## src/design/sgbc_pkg.sv

```systemverilog
// ----------------------------------------------------------------------------
// sgbc_pkg
// Shared types and constants of the stationary gyro bias calibrator.
// ----------------------------------------------------------------------------
`timescale 1ns / 1ps

package sgbc_pkg;

    // Configuration register indexes
    localparam logic [2:0] REG_TARGET  = 3'd0;
    localparam logic [2:0] REG_LIM_GX  = 3'd1;
    localparam logic [2:0] REG_LIM_AZ  = 3'd6;

    // Configuration reset values
    localparam logic [15:0] TARGET_RST    = 16'd10000;
    localparam logic [30:0] GYRO_LIM_RST  = 31'd64;
    localparam logic [30:0] ACCEL_LIM_RST = 31'd16;

    // Axis numbering: gyro x, y, z then accel x, y, z
    localparam logic [2:0] LAST_GYRO = 3'd2;
    localparam logic [2:0] LAST_AXIS = 3'd5;

    localparam logic [6:0] PCT_FULL = 7'd100;

    // Multiplier operand selects
    localparam logic [2:0] MUL_V   = 3'd0;  // new sample squared
    localparam logic [2:0] MUL_OLD = 3'd1;  // evicted sample squared
    localparam logic [2:0] MUL_LHS = 3'd2;  // N * sum of squares
    localparam logic [2:0] MUL_S   = 3'd3;  // sum squared
    localparam logic [2:0] MUL_LIM = 3'd4;  // limit * N * N

    typedef struct packed {
        logic       load;       // accept beat, store sample, fetch evicted entry
        logic       mul_start;
        logic [2:0] mul_sel;
        logic       div_start;
        logic       div_prog;   // 1: progress divide, 0: bias divide
        logic [2:0] axis;
        logic       commit;     // window and accumulator update
        logic       finish;     // bias result taken
        logic       out_load;
    } cmd_t;

    typedef struct packed {
        logic busy;
        logic full;
        logic still;
        logic reached;
        logic out_free;
    } stat_t;

endpackage

```

## src/design/sgbc_ctrl.sv

```systemverilog
// ----------------------------------------------------------------------------
// sgbc_ctrl
// Sequencer: walks each beat through window update, variance test,
// accumulation, divides and result load.
// ----------------------------------------------------------------------------
`timescale 1ns / 1ps

module sgbc_ctrl (
    input  logic             clk,
    input  logic             rst_n,
    input  logic             in_valid,
    output logic             in_ready,
    input  sgbc_pkg::stat_t  stat,
    output sgbc_pkg::cmd_t   cmd
);
    import sgbc_pkg::*;

    localparam logic [3:0] ST_IDLE  = 4'd0;
    localparam logic [3:0] ST_UPD   = 4'd1;
    localparam logic [3:0] ST_UPDO  = 4'd2;
    localparam logic [3:0] ST_UPDN  = 4'd3;
    localparam logic [3:0] ST_TLHS  = 4'd4;
    localparam logic [3:0] ST_TS    = 4'd5;
    localparam logic [3:0] ST_TL    = 4'd6;
    localparam logic [3:0] ST_TN    = 4'd7;
    localparam logic [3:0] ST_WIN   = 4'd8;
    localparam logic [3:0] ST_PROG  = 4'd9;
    localparam logic [3:0] ST_PROGD = 4'd10;
    localparam logic [3:0] ST_DIVB  = 4'd11;
    localparam logic [3:0] ST_DIVN  = 4'd12;
    localparam logic [3:0] ST_FIN   = 4'd13;
    localparam logic [3:0] ST_OUT   = 4'd14;
    localparam logic [3:0] ST_WAIT  = 4'd15;

    logic [3:0] state_reg, state_next;
    logic [3:0] ret_reg, ret_next;
    logic [2:0] axis_reg, axis_next;

    assign in_ready = (state_reg == ST_IDLE);

    always_ff @(posedge clk or negedge rst_n)
    begin
        if (!rst_n)
        begin
            state_reg <= ST_IDLE;
            ret_reg   <= ST_IDLE;
            axis_reg  <= '0;
        end
        else
        begin
            state_reg <= state_next;
            ret_reg   <= ret_next;
            axis_reg  <= axis_next;
        end
    end

    // Next state and commands
    always_comb
    begin
        state_next = state_reg;
        ret_next   = ret_reg;
        axis_next  = axis_reg;
        cmd        = '0;
        cmd.axis   = axis_reg;
        case (state_reg)
            ST_IDLE:
            begin
                if (in_valid)
                begin
                    cmd.load   = 1'b1;
                    axis_next  = '0;
                    state_next = ST_UPD;
                end
            end
            ST_UPD:
            begin
                cmd.mul_start = 1'b1;
                cmd.mul_sel   = MUL_V;
                ret_next      = ST_UPDO;
                state_next    = ST_WAIT;
            end
            ST_UPDO:
            begin
                if (stat.full)
                begin
                    cmd.mul_start = 1'b1;
                    cmd.mul_sel   = MUL_OLD;
                    ret_next      = ST_UPDN;
                    state_next    = ST_WAIT;
                end
                else
                begin
                    state_next = ST_UPDN;
                end
            end
            ST_UPDN:
            begin
                if (axis_reg == LAST_AXIS)
                begin
                    axis_next  = '0;
                    state_next = stat.full ? ST_TLHS : ST_WIN;
                end
                else
                begin
                    axis_next  = axis_reg + 3'd1;
                    state_next = ST_UPD;
                end
            end
            ST_TLHS:
            begin
                cmd.mul_start = 1'b1;
                cmd.mul_sel   = MUL_LHS;
                ret_next      = ST_TS;
                state_next    = ST_WAIT;
            end
            ST_TS:
            begin
                cmd.mul_start = 1'b1;
                cmd.mul_sel   = MUL_S;
                ret_next      = ST_TL;
                state_next    = ST_WAIT;
            end
            ST_TL:
            begin
                cmd.mul_start = 1'b1;
                cmd.mul_sel   = MUL_LIM;
                ret_next      = ST_TN;
                state_next    = ST_WAIT;
            end
            ST_TN:
            begin
                if (axis_reg == LAST_AXIS)
                begin
                    axis_next  = '0;
                    state_next = ST_WIN;
                end
                else
                begin
                    axis_next  = axis_reg + 3'd1;
                    state_next = ST_TLHS;
                end
            end
            ST_WIN:
            begin
                cmd.commit = 1'b1;
                state_next = ST_PROG;
            end
            ST_PROG:
            begin
                if (stat.still)
                begin
                    cmd.div_start = 1'b1;
                    cmd.div_prog  = 1'b1;
                    ret_next      = ST_PROGD;
                    state_next    = ST_WAIT;
                end
                else
                begin
                    state_next = ST_OUT;
                end
            end
            ST_PROGD:
            begin
                axis_next  = '0;
                state_next = stat.reached ? ST_DIVB : ST_OUT;
            end
            ST_DIVB:
            begin
                cmd.div_start = 1'b1;
                ret_next      = ST_DIVN;
                state_next    = ST_WAIT;
            end
            ST_DIVN:
            begin
                if (axis_reg == LAST_GYRO)
                begin
                    state_next = ST_FIN;
                end
                else
                begin
                    axis_next  = axis_reg + 3'd1;
                    state_next = ST_DIVB;
                end
            end
            ST_FIN:
            begin
                cmd.finish = 1'b1;
                state_next = ST_OUT;
            end
            ST_OUT:
            begin
                if (stat.out_free)
                begin
                    cmd.out_load = 1'b1;
                    state_next   = ST_IDLE;
                end
            end
            ST_WAIT:
            begin
                if (!stat.busy)
                begin
                    state_next = ret_reg;
                end
            end
            default:
            begin
                state_next = ST_IDLE;
            end
        endcase
    end

endmodule

```

## config.mk

```make
export PLATFORM = sky130hd
export DESIGN_NAME = sgbc_ctrl
export DESIGN_NICKNAME = d
export VERILOG_FILES = /design/src/design/sgbc_pkg.sv /design/src/design/sgbc_ctrl.sv
export SDC_FILE = /design/constraint.sdc
export NUM_CORES = 1
export LEC_CHECK = 0
export ABC_AREA = 1
export BUFFER_PORTS_ARGS = -buffer_cell sky130_fd_sc_hd__buf_2
export CAP_MARGIN = 0
export CELL_PAD_IN_SITES_DETAIL_PLACEMENT = 1
export CELL_PAD_IN_SITES_GLOBAL_PLACEMENT = 1
export CORE_UTILIZATION = 30
export CTS_BUF_LIST = sky130_fd_sc_hd__clkbuf_16
export DETAILED_ROUTE_END_ITERATION = 10
export PLACE_DENSITY = 0.72
export SLEW_MARGIN = 25
export SYNTH_ARGS = -nofsm -noshare
export SYNTH_HDL_FRONTEND = slang
export SYNTH_SLANG_ARGS = --single-unit
```

## constraint.sdc

```tcl
create_clock -name clk -period 4.1 [get_ports clk]
set_clock_uncertainty 0.15 [all_clocks]
set_input_delay 0.82 -clock clk [delete_from_list [all_inputs] [get_ports clk]]
set_output_delay 0.82 -clock clk [all_outputs]
set_load 0.02 [all_outputs]
```

==> results.py <==
metrics = {
    "cells_and_area": {
        "final_cell_mix": "nand2_1 (55), nor2_1 (26), inv_1 (23)",
        "utilization_pct": 40.12,
        "num_antenna_cells": 0,
        "area_delta_synth_final_pct": 22.40,
        "post-route-cell-area_mm2": 0.001265,
        "mostFrequentLayoutCell": "nand2_1",
        "fin_nets": 204,
        "drive_above_1_share_pct": 24.48,
    },
    "logic_synthesis": {
        "yosysTopAreaCell": "dfrtp_1",
        "async_flop_share_pct": 100.0,
        "syn_nets": 179,
        "synth_top_family_by_area": "simple AND/OR/NAND/NOR gates",
        "synth-xor-area-share_pct": 0.8475,
        "synth-main-ff-cell": "dfrtp_1",
        "syn_area_per_cell_um2": 6.152,
        "synth_fa_ha_area_share_pct": 3.632,
        "yosysTopAreaCellShare_pct": 26.63,
        "synth_compound_area_share_pct": 3.511,
        "netlist_area_mm2": 0.001033,
        "ys_seq_area_share_pct": 26.63,
        "yosysUniqueCellTypes": 24,
        "synthCells": 168,
        "synthMuxAreaShare_pct": 0,
        "synth-simple-area-share_pct": 54.84,
        "synthTopCellsByArea": "dfrtp_1 (27%), nand2_1 (20%), nor2_1 (9.4%), inv_1 (8.0%), nand3_1 (7.3%)",
        "yosysWarnings": 0,
        "postSynthRegisterBits": 11,
        "synth_edf_count": 0,
    },
    "timing": {
        "layout_min_cycle_time_ns": 2.597,
        "slew_headroom_pct": 73.32,
        "worst_pin_slew_ns": 0.4002,
        "rsz0062_at_grt": "false",
        "drv_slew": 0,
        "fin_crit_sh_pct": 63.34,
        "hold_slack_ns": 0.2983,
        "fmax_mhz": 385.1,
        "finalHoldViolCount": 0,
        "fin_tns_setup_ns": 0,
        "setup_viol": 0,
    },
    "cts": {
        "clock_latency_ns": 0.23,
        "clk_path_buf_depth": 2,
        "clk_pin_slew_ns": 0.04,
        "numCtsBuffers": 3,
        "cts_resized": 0,
        "cts_tree": "done",
        "cts_max_level": 1,
        "ctsHoldBuffers": 0,
        "cts_setup_buffers": 0,
        "clock_sinks": 11,
        "cts_root_buf": "clkbuf_16",
    },
    "global_routing": {
        "grt_start_max_net_pins": 12,
        "grt_pass1_vias": 1102,
        "grt_overflow": 0,
        "grt_usage_pct": 18.93,
        "antenna_found_initial": 0,
        "grt_pass1_wl_um": 5181,
    },
    "floorplanning": {
        "io_pins": 22,
        "dieArea_mm2": 0.003684,
        "core_area_mm2": 0.003153,
        "die_w_um": 60.70,
        "rows": 20,
        "die_y_um": 60.70,
        "initial_core_util_pct": 32.78,
    },
    "setup_path": {
        "crit_type": "reg -> out",
        "cp.required_ns": 3.13,
        "crit_buf_inv": 4,
        "path_max_fanout": 8,
        "path_cells": "inv_1 > nor2_1 > nand2_1 > inv_1 > nor2_1 > inv_1 > buf_2",
        "crit_family": "flip-flops",
        "crit_top_cell": "inv_1",
        "r2r_slack_ns": 2.34,
        "crit_slowest_cell": "dfrtp_1",
        "cpPeakStageDelay_ns": 0.58,
        "cp-end-kind": "output pin",
        "critPathLaunchType": "flop",
        "arrival_ns": 1.63,
    },
    "detailed_routing": {
        "dr.pass1.iters": 4,
        "wirelength_um": 2931,
        "ant_nets": 0,
        "initialDrtViolationCount": 37,
        "wl_per_cell_um": 12.42,
        "drc": 0,
        "viasPerCell": 4.682,
        "vias": 1105,
    },
    "place": {
        "portBuffers": 21,
        "routabilityCongestion": 0.9093,
        "dpl_cell_area_mm2": 0.001186,
        "place_hpwl_um": 2513,
    },
    "power": {
        "internal_power_mw": 0.4858,
        "p_comb_share_pct": 61.4,
        "p_clk_share_pct": 16.4,
        "p_sw_share_pct": 53.62,
        "seqPwrFrac_pct": 22.1,
        "power_mw": 1.047,
        "powerDensity_mw_per_mm2": 828.0,
        "vdd_ir_drop_max_mv": 0.3008,
        "power.switching_mw": 0.5617,
        "p_leak_nw": 0.7606,
    },
    "hold_path": {
        "hp-class": "in -> async",
    },
    "flow_run": {
        "drv_cap": 0,
    },
    "outcome": {
        "status": "completed",
    },
}
==> cell families (layout without fill, tap and decap cells) <==
| kind of cell | count (synthesis) | count (layout) |
|---|---|---|
| flops | 11 | 11 |
| xor+xnor | 1 | 1 |
| compound gates | 7 | 7 |
| simple gates | 118 | 118 |
| fa+ha+maj | 3 | 3 |
| buf+inv | 28 | 52 |
==> power groups by stage <==
| stage | sequential [mW] | combinational [mW] | clock, mW |
|---|---|---|---|
| 2_1_floorplan | 0.209 | 0.491 | 0 |
| 6_report | 0.232 | 0.644 | 0.172 |
| 3_3_place_gp | 0.227 | 0.633 | 0 |
| 3_5_place_dp | 0.232 | 0.645 | 0 |
| 5_1_grt | 0.240 | 0.737 | 0.179 |
| 4_1_cts | 0.231 | 0.651 | 0.174 |
==> metrics by stage <==
stage / std cells / setup WS [ns]
2_1_floorplan: 168 / 1.789
3_3_place_gp: 232 / 1.780
3_5_place_dp: 232 / 1.749
4_1_cts: 236 / 1.511
5_1_grt: 236 / 1.394
6_report: 236 / 1.503
==> cell type report <==
| type | instances | area (um2) |
|---|---|---|
| fillers | 436 | 1888 |
| clock inverters | 1 | 3.754 |
| well taps | 44 | 55.05 |
| repair buffers | 21 | 105.1 |
| clock buffers | 3 | 75.07 |
| inverters | 27 | 101.3 |
| multi-input cells | 129 | 649.4 |
| flip-flops and latches | 11 | 275.3 |
==> routing by layer <==
| metal | vias up | wire [um] | part of all wire (%) | global-route usage [%] |
|---|---|---|---|---|
| met5 | - | 0 | 0 | 0 |
| met3 | 2 | 143 | 4.9 | 1.279 |
| li1 | 558 | - | - | - |
| met1 | 517 | 1414 | 48 | 27.02 |
| met4 | 0 | 30 | 1.0 | 6.169 |
| met2 | 28 | 1342 | 46 | 30.46 |
==> worst paths after layout <==
kind / from / cells after the start / end
hold reg to reg: ret_reg[2] / 2 / ret_reg[2]
setup / recovery: state_reg[3] / 7 / cmd[7]
min in group clk: ret_reg[2] / 2 / ret_reg[2]
hold / removal: rst_n / 1 / ret_reg[0]
max in group asynchronous: rst_n / 1 / state_reg[1]
setup reg to reg: state_reg[3] / 9 / state_reg[3]
==> Yosys cell counts (2+ instances only) <==
cell / number
nor2_1: 26
nand2_4: 2
inv_1: 22
nor2_4: 4
nand3_1: 15
nand2_1: 55
inv_2: 4
dfrtp_1: 11
nor2_2: 6
o21ai_0: 3
o21ai_1: 2
nand2_2: 4
ha_1: 3
Note: power is estimated with default switching activity, not from simulation.
